===== src/hw/rtl/bfrc_pkg.sv =====
// ----------------------------------------------------------------------------
// bfrc_pkg
// Operation and status codes and the result record shared by the byte FIFO
// with run count.
// ----------------------------------------------------------------------------
package bfrc_pkg;

  localparam logic [1:0] OP_PUSH  = 2'd0;
  localparam logic [1:0] OP_POP   = 2'd1;
  localparam logic [1:0] OP_CLEAR = 2'd2;

  localparam logic [1:0] ST_OK    = 2'd0;
  localparam logic [1:0] ST_FULL  = 2'd1;
  localparam logic [1:0] ST_EMPTY = 2'd2;

  // Result of one operation, minus the dequeued byte, which arrives from
  // the memory's registered read port in the following cycle.
  typedef struct packed {
    logic       pop_ok;
    logic [1:0] status;
    logic [7:0] entry_count;
    logic       newest_valid;
    logic [7:0] newest_byte;
    logic [7:0] run_length;
  } bfrc_res_t;

endpackage


===== src/hw/rtl/bfrc_mem.sv =====
// ----------------------------------------------------------------------------
// bfrc_mem
// Simple dual-port byte memory: one write port and one read port with the
// read data registered.
// ----------------------------------------------------------------------------
module bfrc_mem #(
  parameter int DEPTH = 128,
  parameter int AW    = 7
) (
  input  logic          clk,
  input  logic          we,
  input  logic [AW-1:0] waddr,
  input  logic [7:0]    wdata,
  input  logic          re,
  input  logic [AW-1:0] raddr,
  output logic [7:0]    rdata
);

  logic [7:0] mem [DEPTH];
  logic [7:0] rdata_r;

  always_ff @(posedge clk) begin
    if (we) begin
      mem[waddr] <= wdata;
    end
  end

  always_ff @(posedge clk) begin
    if (re) begin
      rdata_r <= mem[raddr];
    end
  end

  assign rdata = rdata_r;

endmodule


===== src/hw/rtl/bfrc_ctrl.sv =====
// ----------------------------------------------------------------------------
// bfrc_ctrl
// Pointer, count and run tracking for the circular byte store. Computes the
// post-operation result of each transaction and drives the memory ports.
// ----------------------------------------------------------------------------
module bfrc_ctrl
  import bfrc_pkg::*;
#(
  parameter int DEPTH = 128,
  parameter int AW    = 7,
  parameter int CW    = 8
) (
  input  logic          clk,
  input  logic          rst_n,
  input  logic          op_valid,
  input  logic [1:0]    op_kind,
  input  logic [7:0]    op_value,
  output logic          mem_we,
  output logic [AW-1:0] mem_waddr,
  output logic [7:0]    mem_wdata,
  output logic          mem_re,
  output logic [AW-1:0] mem_raddr,
  output bfrc_res_t     res
);

  logic [CW-1:0] count_r, count_nxt;
  logic [CW-1:0] run_r, run_nxt;
  logic [AW-1:0] wr_ptr_r, wr_ptr_nxt;
  logic [AW-1:0] rd_ptr_r, rd_ptr_nxt;
  logic [7:0]    newest_r, newest_nxt;
  logic [1:0]    status;
  logic          pop_ok;
  logic [CW+7:0] count_ext;
  logic [CW+7:0] run_ext;

  function automatic logic [AW-1:0] ptr_inc(input logic [AW-1:0] p);
    ptr_inc = (p == AW'(DEPTH - 1)) ? '0 : p + 1'b1;
  endfunction

  always_comb begin
    count_nxt  = count_r;
    run_nxt    = run_r;
    wr_ptr_nxt = wr_ptr_r;
    rd_ptr_nxt = rd_ptr_r;
    newest_nxt = newest_r;
    status     = ST_OK;
    pop_ok     = 1'b0;
    mem_we     = 1'b0;
    mem_re     = 1'b0;
    case (op_kind)
      OP_PUSH: begin
        if (count_r == CW'(DEPTH)) begin
          status = ST_FULL;
        end else begin
          mem_we     = op_valid;
          wr_ptr_nxt = ptr_inc(wr_ptr_r);
          count_nxt  = count_r + 1'b1;
          newest_nxt = op_value;
          // The run grows only while the new byte matches the newest held one.
          if ((count_r != '0) && (op_value == newest_r)) begin
            run_nxt = run_r + 1'b1;
          end else begin
            run_nxt = CW'(1);
          end
        end
      end
      OP_POP: begin
        if (count_r == '0) begin
          status = ST_EMPTY;
        end else begin
          pop_ok     = 1'b1;
          mem_re     = op_valid;
          rd_ptr_nxt = ptr_inc(rd_ptr_r);
          count_nxt  = count_r - 1'b1;
          // Removing the oldest byte can cut the run short.
          if (run_r > count_nxt) begin
            run_nxt = count_nxt;
          end
        end
      end
      OP_CLEAR: begin
        count_nxt  = '0;
        run_nxt    = '0;
        rd_ptr_nxt = wr_ptr_r;
      end
      default: begin
      end
    endcase
  end

  assign mem_waddr = wr_ptr_r;
  assign mem_wdata = op_value;
  assign mem_raddr = rd_ptr_r;

  assign count_ext = {8'd0, count_nxt};
  assign run_ext   = {8'd0, run_nxt};

  always_comb begin
    res.pop_ok       = pop_ok;
    res.status       = status;
    res.entry_count  = count_ext[7:0];
    res.newest_valid = (count_nxt != '0);
    res.newest_byte  = (count_nxt != '0) ? newest_nxt : 8'd0;
    res.run_length   = run_ext[7:0];
  end

  always_ff @(posedge clk) begin
    if (!rst_n) begin
      count_r  <= '0;
      run_r    <= '0;
      wr_ptr_r <= '0;
      rd_ptr_r <= '0;
    end else if (op_valid) begin
      count_r  <= count_nxt;
      run_r    <= run_nxt;
      wr_ptr_r <= wr_ptr_nxt;
      rd_ptr_r <= rd_ptr_nxt;
    end
  end

  always_ff @(posedge clk) begin
    if (op_valid) begin
      newest_r <= newest_nxt;
    end
  end

`ifndef SYNTHESIS
  a_count_bound: assert property (@(posedge clk) disable iff (!rst_n)
    count_r <= CW'(DEPTH))
    else $error("entry count exceeds depth");

  a_run_bound: assert property (@(posedge clk) disable iff (!rst_n)
    (run_r <= count_r) && ((count_r == '0) == (run_r == '0)))
    else $error("run length inconsistent with entry count");

  a_full_holds: assert property (@(posedge clk) disable iff (!rst_n)
    (op_valid && (op_kind == OP_PUSH) && (count_r == CW'(DEPTH)))
      |=> (count_r == CW'(DEPTH)) && $stable(wr_ptr_r))
    else $error("refused enqueue altered the queue");

  a_empty_pop: assert property (@(posedge clk) disable iff (!rst_n)
    (op_valid && (op_kind == OP_POP) && (count_r == '0)) |-> !mem_re)
    else $error("memory read issued for a dequeue on an empty queue");
`endif

endmodule


===== src/hw/rtl/byte_fifo_with_run_count.sv =====
// ----------------------------------------------------------------------------
// byte_fifo_with_run_count
// Fixed-depth byte FIFO held in a circular memory, reporting entry count,
// newest byte and the run of equal bytes from the newest entry.
//
//   channel  | direction | tdata                          | tuser
//   ---------+-----------+--------------------------------+-------
//   in_      | slave     | value                          | kind
//   out_     | master    | read_byte .. run_length (40 b) | none
//
// One transaction is accepted per cycle while the input is not stalled; its
// result is registered first beside the read port of the byte memory, then in
// the output register. Reset is synchronous and active low; it empties the queue,
// the stored bytes are left as they are and need no clearing pass.
// A stalled output holds one result and one result in flight; the input stalls
// only while both are occupied.
// ----------------------------------------------------------------------------
module byte_fifo_with_run_count
  import bfrc_pkg::*;
#(
  parameter int DEPTH = 128
) (
  input  logic        clk,
  input  logic        rst_n,
  input  logic        in_tvalid,
  output logic        in_tready,
  input  logic [7:0]  in_tdata,   // [7:0] value
  input  logic [1:0]  in_tuser,   // [1:0] kind
  output logic        out_tvalid,
  input  logic        out_tready,
  // [7:0] read_byte, [9:8] status, [17:10] entry_count, [18] newest_valid,
  // [26:19] newest_byte, [34:27] run_length, [39:35] zero
  output logic [39:0] out_tdata
);

  localparam int AW = (DEPTH > 1) ? $clog2(DEPTH) : 1;
  localparam int CW = $clog2(DEPTH + 1);

  logic          in_accept;
  logic          mem_we, mem_re;
  logic [AW-1:0] mem_waddr, mem_raddr;
  logic [7:0]    mem_wdata, mem_rdata;
  bfrc_res_t     res;

  bfrc_res_t     s1_res_r;
  logic          s1_valid_r;
  logic          s1_move;
  logic          out_valid_r;
  logic [39:0]   out_data_r, out_data_nxt;
  logic [7:0]    read_byte;

  assign s1_move   = s1_valid_r && (!out_valid_r || out_tready);
  assign in_tready = !s1_valid_r || s1_move;
  assign in_accept = in_tvalid && in_tready;

  bfrc_ctrl #(
    .DEPTH (DEPTH),
    .AW    (AW),
    .CW    (CW)
  ) u_ctrl (
    .clk       (clk),
    .rst_n     (rst_n),
    .op_valid  (in_accept),
    .op_kind   (in_tuser),
    .op_value  (in_tdata),
    .mem_we    (mem_we),
    .mem_waddr (mem_waddr),
    .mem_wdata (mem_wdata),
    .mem_re    (mem_re),
    .mem_raddr (mem_raddr),
    .res       (res)
  );

  bfrc_mem #(
    .DEPTH (DEPTH),
    .AW    (AW)
  ) u_mem (
    .clk   (clk),
    .we    (mem_we),
    .waddr (mem_waddr),
    .wdata (mem_wdata),
    .re    (mem_re),
    .raddr (mem_raddr),
    .rdata (mem_rdata)
  );

  // The dequeued byte joins the rest of the result once the memory answers.
  assign read_byte    = s1_res_r.pop_ok ? mem_rdata : 8'd0;
  assign out_data_nxt = {5'd0, s1_res_r.run_length, s1_res_r.newest_byte,
                         s1_res_r.newest_valid, s1_res_r.entry_count,
                         s1_res_r.status, read_byte};

  always_ff @(posedge clk) begin
    if (!rst_n) begin
      s1_valid_r  <= 1'b0;
      out_valid_r <= 1'b0;
    end else begin
      if (in_accept) begin
        s1_valid_r <= 1'b1;
      end else if (s1_move) begin
        s1_valid_r <= 1'b0;
      end
      if (s1_move) begin
        out_valid_r <= 1'b1;
      end else if (out_tready) begin
        out_valid_r <= 1'b0;
      end
    end
  end

  always_ff @(posedge clk) begin
    if (in_accept) begin
      s1_res_r <= res;
    end
    if (s1_move) begin
      out_data_r <= out_data_nxt;
    end
  end

  assign out_tvalid = out_valid_r;
  assign out_tdata  = out_data_r;

`ifndef SYNTHESIS
  a_no_overrun: assert property (@(posedge clk) disable iff (!rst_n)
    (s1_valid_r && out_valid_r && !out_tready) |-> !in_tready)
    else $error("input accepted while both result slots are full");

  a_s1_hold: assert property (@(posedge clk) disable iff (!rst_n)
    (s1_valid_r && !s1_move) |=> s1_valid_r && $stable(s1_res_r))
    else $error("pending result lost while output stalled");

  a_move_fills_out: assert property (@(posedge clk) disable iff (!rst_n)
    s1_move |=> out_valid_r)
    else $error("result moved but output not valid");
`endif

endmodule


===== config.mk =====
export PLATFORM = sky130hd
export DESIGN_NAME = byte_fifo_with_run_count
export DESIGN_NICKNAME = d
export VERILOG_FILES = /design/src/hw/rtl/bfrc_pkg.sv /design/src/hw/rtl/bfrc_mem.sv /design/src/hw/rtl/bfrc_ctrl.sv /design/src/hw/rtl/byte_fifo_with_run_count.sv
export SDC_FILE = /design/constraint.sdc
export NUM_CORES = 1
export LEC_CHECK = 0
export ABC_AREA = 1
export BUFFER_PORTS_ARGS = -buffer_cell sky130_fd_sc_hd__buf_2
export CORE_AREA = 8 8 320 322
export CTS_CLUSTER_DIAMETER = 150
export DETAILED_ROUTE_END_ITERATION = 6
export DIE_AREA = 0 0 328 330
export PLACE_DENSITY = 0.66
export SYNTH_ARGS = -nofsm -noshare
export SYNTH_HDL_FRONTEND = slang
export SYNTH_SLANG_ARGS = --single-unit

===== constraint.sdc =====
create_clock -name clk -period 2.48 [get_ports clk]
set_input_delay 0.248 -clock clk [delete_from_list [all_inputs] [get_ports clk]]
set_output_delay 0.248 -clock clk [all_outputs]
set_load 0.005 [all_outputs]

Word level (Yosys, flattened, before mapping). Memories as Yosys holds them, arrays and structs flattened. A register that Yosys moved wholly into a read port is not among the register bits. Index checks and enable logic that the tools add are counted.

Register bits after elaboration: 103. RAM bits: 1024. Bits of input ports: 14. Memories kept: 1.

$add $sub $neg: 5. Order comparisons: 1. Equality and inequality tests: 7. Multiplexer cells: 28. Bitwise logic cells: 1. Reductions and logical operators: 16.

Memories: u_mem.mem (depth 128, width 8, rd ports 1, clocked after Yosys merged registers in 1, write ports 1, RTL line bfrc_mem.sv:19) `logic [7:0] mem [DEPTH];`.

Operators by type and width (number): $mux W8 (8); $pmux W8 S3 (2); $mux W7 (3); $add A8 B1 Y8 const B (2); $reduce_bool A8 Y1 (2); $add A7 B1 Y7 const B (2); $eq A7 B7 Y1 const B (2); $pmux W7 S2 (1); $mux W1 (12); $eq A8 B8 Y1 (1); $eq A8 B8 Y1 const B (1); $gt A8 B8 Y1 (1); $logic_not A8 Y1 (1); $sub A8 B1 Y8 const B (1); $reduce_and A3 Y1 (2); $reduce_bool A2 Y1 (3); $pmux W2 S2 (1); $logic_and A1 B1 Y1 (3); $eq A2 B1 Y1 const B (1); $eq A2 B2 Y1 const B (1); $logic_not A1 Y1 (2); $logic_not A2 Y1 (1); $logic_or A1 B1 Y1 (2); $mux W2 (1); 2 further kinds (2).

Depth between registers and ports, before layout.
Word-level depth: 9. Depth in mapped cells: 17. Mapped depth without buffers: 17.

By module. From an unflattened synthesis, not the netlist that was laid out.

Cells, all modules: 4199. Area total of the unflattened synthesis: 47712.0 um2.

By module, submodules not included: bfrc_mem (instances 1, cells an instance 3575, area each 42184.2 um2, seq. area each 30989.7 um2); bfrc_ctrl (instances 1, cells an instance 525, area each 3443.3 um2, seq. area each 840.8 um2); byte_fifo_with_run_count (instances 1, cells an instance 99, area each 2084.5 um2, seq. area each 1931.9 um2).

Least setup slack after synthesis. Ideal clock, no wire load.

Kind: reg-to-reg. Start: reg out_valid_r, in the netlist out_tvalid. End: reg out_data_r[0], in the netlist out_tdata[0], enable pin. Setup time: 0.439 ns. Data arrival time: 2.088 ns. Required time: 2.041 ns. Slack: -0.047 ns. Stages on the path, launching flop included: 2. Path buffers: 0. Period minus slack after synthesis: 2.527 ns. Path through: dfxtp_1 > a21oi_1.

Cells in the longest elaborated chain, start to end: 3.

RTL lines: start: declaration (RTL line byte_fifo_with_run_count.sv:48) `logic out_valid_r;`; start signal: assignment (RTL line byte_fifo_with_run_count.sv:96) `out_valid_r <= 1'b0;`; start signal: assignment (RTL line byte_fifo_with_run_count.sv:104) `out_valid_r <= 1'b1;`; start signal: assignment (RTL line byte_fifo_with_run_count.sv:106) `out_valid_r <= 1'b0;`; $logic_not A1 Y1 (RTL line byte_fifo_with_run_count.sv:52) `assign s1_move = s1_valid_r && (!out_valid_r || out_tready);`; $logic_or A1 B1 Y1 (RTL line byte_fifo_with_run_count.sv:52); $logic_and A1 B1 Y1 (RTL line byte_fifo_with_run_count.sv:52); via s1_move (RTL line byte_fifo_with_run_count.sv:47) `logic s1_move;`; end signal: assignment (RTL line byte_fifo_with_run_count.sv:116) `out_data_r <= out_data_nxt;`; end: declaration (RTL line byte_fifo_with_run_count.sv:49) `logic [39:0] out_data_r, out_data_nxt;`.

The timed path passes the listed nets, and every way through them passes these cells. A chain may end at the register's enable or synchronous reset.

Worst setup path in the final report.
Start: reg u_ctrl.count_r[1]. End: mem u_mem.mem[117][6], enable pin.

Cells in the longest elaborated chain, start to end: 5.

RTL lines: start: declaration (RTL line bfrc_ctrl.sv:26) `logic [CW-1:0] count_r, count_nxt;`; start signal: assignment (RTL line bfrc_ctrl.sv:114) `count_r <= count_nxt;`; $eq A8 B8 Y1 (RTL line bfrc_ctrl.sv:52) `if (count_r == CW'(DEPTH)) begin`; $mux W1 (RTL line bfrc_ctrl.sv:52); $mux W1 (RTL line bfrc_ctrl.sv:50) `case (op_kind)`; $mux W1 (RTL line bfrc_mem.sv:23) `if (we) begin`; $mux W1 (not written as such) (RTL line bfrc_mem.sv:24) `mem[waddr] <= wdata;`; end: declaration (RTL line bfrc_mem.sv:19).

No other way between the ends.

==> results.yml <==
worst_setup_path:
  r2r-start: "u_ctrl.count_r[1]"
  worstRegToRegCells: 12
  crit_path_cell_trace: "inv_1 > ha_2 > nand2_4 > inv_2 > nand2_4 > nand2_8 > nor2_4 > inv_4 > nor2_8 > nand3_4 > nor2_1 > buf_4"
  critPathCaptureType: "flip-flop"
  cp_data_required_time_ps: 2860
  path_buf_inv: 4
  cp.arrival_ps: 2780
  path_max_fanout: 8
  reg2reg_slack_ps: 70
  cp-start-kind: "flip-flop"
  crit_type: "reg -> reg"
  path_delay_family: "simple AND/OR/NAND/NOR gates"
  path_common_cell: "nand2_4"
  slowest_delay_ps: 350
  cp_slowest_cell: "dfxtp_2"
  worstReg2RegEnd: "u_mem.mem[117][6]"
logic_synthesis:
  synth_top_area_share_pct: 70.0
  ys_seq_area_share_pct: 71.4
  ys_top_cells_by_area: "edfxtp_1, nor2_1, o21ai_0"
  synth.distinct_cells: 45
  yosysWarnings: 0
  synth_mux_area_share_pct: 0
  synth_top_area_cell: "edfxtp_1"
  synth_ff_type: "edfxtp_1"
  yosys-top-cells-count: "edfxtp_1, nor2_1, nand2_1"
  synth_compound_area_share_pct: 7.99
  synth_simple_gate_area_share_pct: 16.2
  synth_top_family_by_area: "simple AND/OR/NAND/NOR gates"
  syn-cell-area_um2: 47300
  synthAdderAreaFrac_pct: 0.370
  synthArstFlopShare_pct: 0
  syn_area_per_cell_um2: 11.4
  synth_xor_xnor_area_share_pct: 0.183
  synth_edf_count: 1103
  synthCells: 4138
  ys_ff_latch: 1135
  synth_most_common_cell: "edfxtp_1"
global_routing:
  grt_pass1_wl_um: 189000
  grt.total_usage_pct: 22.6
  grt_pass1_vias: 31200
  grt_max_degree: 129
  gr-total-overflow: 0
  antenna_found_initial: 1
clocking:
  cts_root_buffer: "clkbuf_16"
  clk_pin_slew_worst_paths_ps: 60
  htree_levels: 3
  cts_made_buffers: 114
  clock_path_buffers: 3
  clkLatencyLatePin_ps: 710
  cts_tree: "done"
  numClockSinks: 1135
power:
  p_comb_share_pct: 9.2
  intPower_uw: 31500
  report.power.total_uw: 41500
  power_switching_uw: 9960
  leakage_uw: 0.0197
  pwr-share-seq_pct: 51.3
  switching_share_pct: 24.0
  pwr-share-clk_pct: 39.4
  p_per_area_nw_per_um2: 760
  peakVddDrop_mv: 0.531
min_path:
  worstHoldStart: "in_tdata[5]"
  min_path_type: "in -> reg"
  hold_path_depth: 3
  holdPathEnd: "u_ctrl.newest_r[5]"
timing:
  finalHoldViolations: 0
  fin_setup_tns_ps: 0
  slew-limit-headroom_pct: 33.0
  whs_ps: 116
  fin_crit_sh_pct: 97.1
  worstMarginPinSlew_ps: 1010
  clock_skew_ps: 44.2
  drv_slew: 0
  fmax_mhz: 415
  rsz0062_at_grt: "true"
  setup_viol: 0
  fin_crit_ps: 2410
floorplan:
  die_w_um: 328
  die_h_um: 330
  core_area_um2: 97400
  die_area_um2: 108000
  num_rows: 115
  start_util_pct: 48.6
  io_pins: 56
place:
  io_buffers: 50
  place_area_um2: 50800
  routabilityCongestion: 0.900
  hpwl_um: 75800
status:
  status: "complete, no violations"
cells_and_area:
  fillCellCount: 7904
  drive_gt1_share_pct: 13.2
  num-nets-final: 4397
  design_area_um2: 54600
  syn_to_final_growth_pct: 15.4
routing:
  first_pass_iters: 5
  drt_iter0_markers: 3576
  viasPerCell: 5.60
  finalWirelength_um: 126000
  final_antenna_net_count: 0
  vias: 32200
  wl_per_cell_um: 22.0
  drc: 0
job:
  cap_viol_max_count: 0
## sequential cells by signal, summed over array words and instances, names as in the netlist
signal	flops
u_mem.mem	1024
out_tdata	35
out_data_nxt	27
u_ctrl.count_r	8
u_ctrl.newest_r	8
u_ctrl.run_r	8
u_mem.rdata	8
u_ctrl.mem_raddr	7
u_ctrl.mem_waddr	7
out_tvalid	1
s1_res_r	1
s1_valid_r	1
## routing by layer
metal | vias up | part of all wire (%) | global-route usage [%] | routed length [um]
li1 | 14900 | - | - | -
met1 | 15600 | 41 | 31.3 | 52400
met2 | 1469 | 47 | 37.0 | 59600
met3 | 243 | 8.1 | 3.31 | 10300
met4 | 0 | 3.1 | 7.27 | 3980
met5 | - | 0 | 0 | 0
## worst register-to-register path, stage by stage (launching register included)
cell     delay (ps)
dfxtp_2         350
inv_1            70
ha_2            190
nand2_4          70
inv_2            40
nand2_4          90
nand2_8          50
nor2_4          270
inv_4           100
nor2_8          180
nand3_4         150
nor2_1          280
buf_4           250
## power by group through the flow
stage	combinational (uW)	sequential, uW	clock [uW]
finish	3820	21300	16400
global route	4170	21300	17300
CTS	3730	21300	16600
detailed placement	3710	21700	0
global placement	3680	21700	0
floorplan	2120	21700	0
## per-stage QoR
stage | setup WS (ps) | std cells | util, %
floorplan | -38.6 | 4142 | -
global placement | 24.0 | 5523 | 52.1
detailed placement | 23.2 | 5523 | 52.1
CTS | 23.5 | 5735 | 55.8
global route | -45.6 | 5748 | 56.1
finish | 73.1 | 5749 | 56.1
## timing repair
action / CTS / global route
hold buffers: 4 / 0
endpoints found under the hold margin: 12 / 0
pin swaps: 0 / 3
buffers inserted: 0 / 10
gates cloned: 0 / 3
setup endpoints to repair: 1 / 444
gates resized for setup: 1 / 45
## layout by cell type, fill, tap and decap left out, types with 12 or more instances in the layout
cell	count
o22ai_1	30
inv_1	152
nand2_1	603
nand3_1	259
o21ai_0	489
clkinv_2	21
clkinv_1	28
nor2_2	30
buf_2	42
buf_4	242
clkbuf_1	24
ha_1	12
buf_12	44
a21oi_1	67
clkbuf_16	117
nand4_1	15
o211ai_1	83
nor2_1	926
dfxtp_1	26
edfxtp_1	1103
## worst max-delay path by stage
stage | from | to | slack, ps | cells after the start
after floorplan | u_ctrl.count_r[0] | u_mem.mem[31][0] | -40 | 11
after global placement | u_ctrl.count_r[0] | out_data_nxt[29] | 20 | 13
after detailed placement | u_ctrl.count_r[0] | out_data_nxt[29] | 20 | 13
after CTS | u_ctrl.count_r[0] | u_mem.mem[117][6] | 20 | 12
after global routing | u_ctrl.count_r[1] | out_data_nxt[27] | -50 | 14
final | u_ctrl.count_r[1] | u_mem.mem[117][6] | 70 | 12
## final cells by class
| class | count | area, um2 | share of cell area [%] |
|---|---|---|---|
| Sequential cell | 1135 | 33800 | 61.9 |
| Multi-Input combinational cell | 2601 | 11800 | 21.6 |
| Timing Repair Buffer | 350 | 3260 | 5.97 |
| Clock buffer | 138 | 2940 | 5.39 |
| Tap cell | 1287 | 1610 | 2.95 |
| Inverter | 167 | 653 | 1.20 |
| Clock inverter | 70 | 568 | 1.04 |
| Antenna cell | 1 | 2.50 | 0.00458 |
## logic make-up (layout without fill, tap and decap cells)
| logic type | count (synthesis) | in the layout |
|---|---|---|
| buffers and inverters | 406 | 725 |
| AOI/OAI and AO/OA | 699 | 699 |
| and+or+nand+nor | 1874 | 1874 |
| DFF | 1135 | 1135 |
| adders and majority gates | 14 | 14 |
| other | 1 | 6 |
| xor gates and xnor gates | 9 | 9 |
Note: power is estimated with default switching activity, not from simulation.
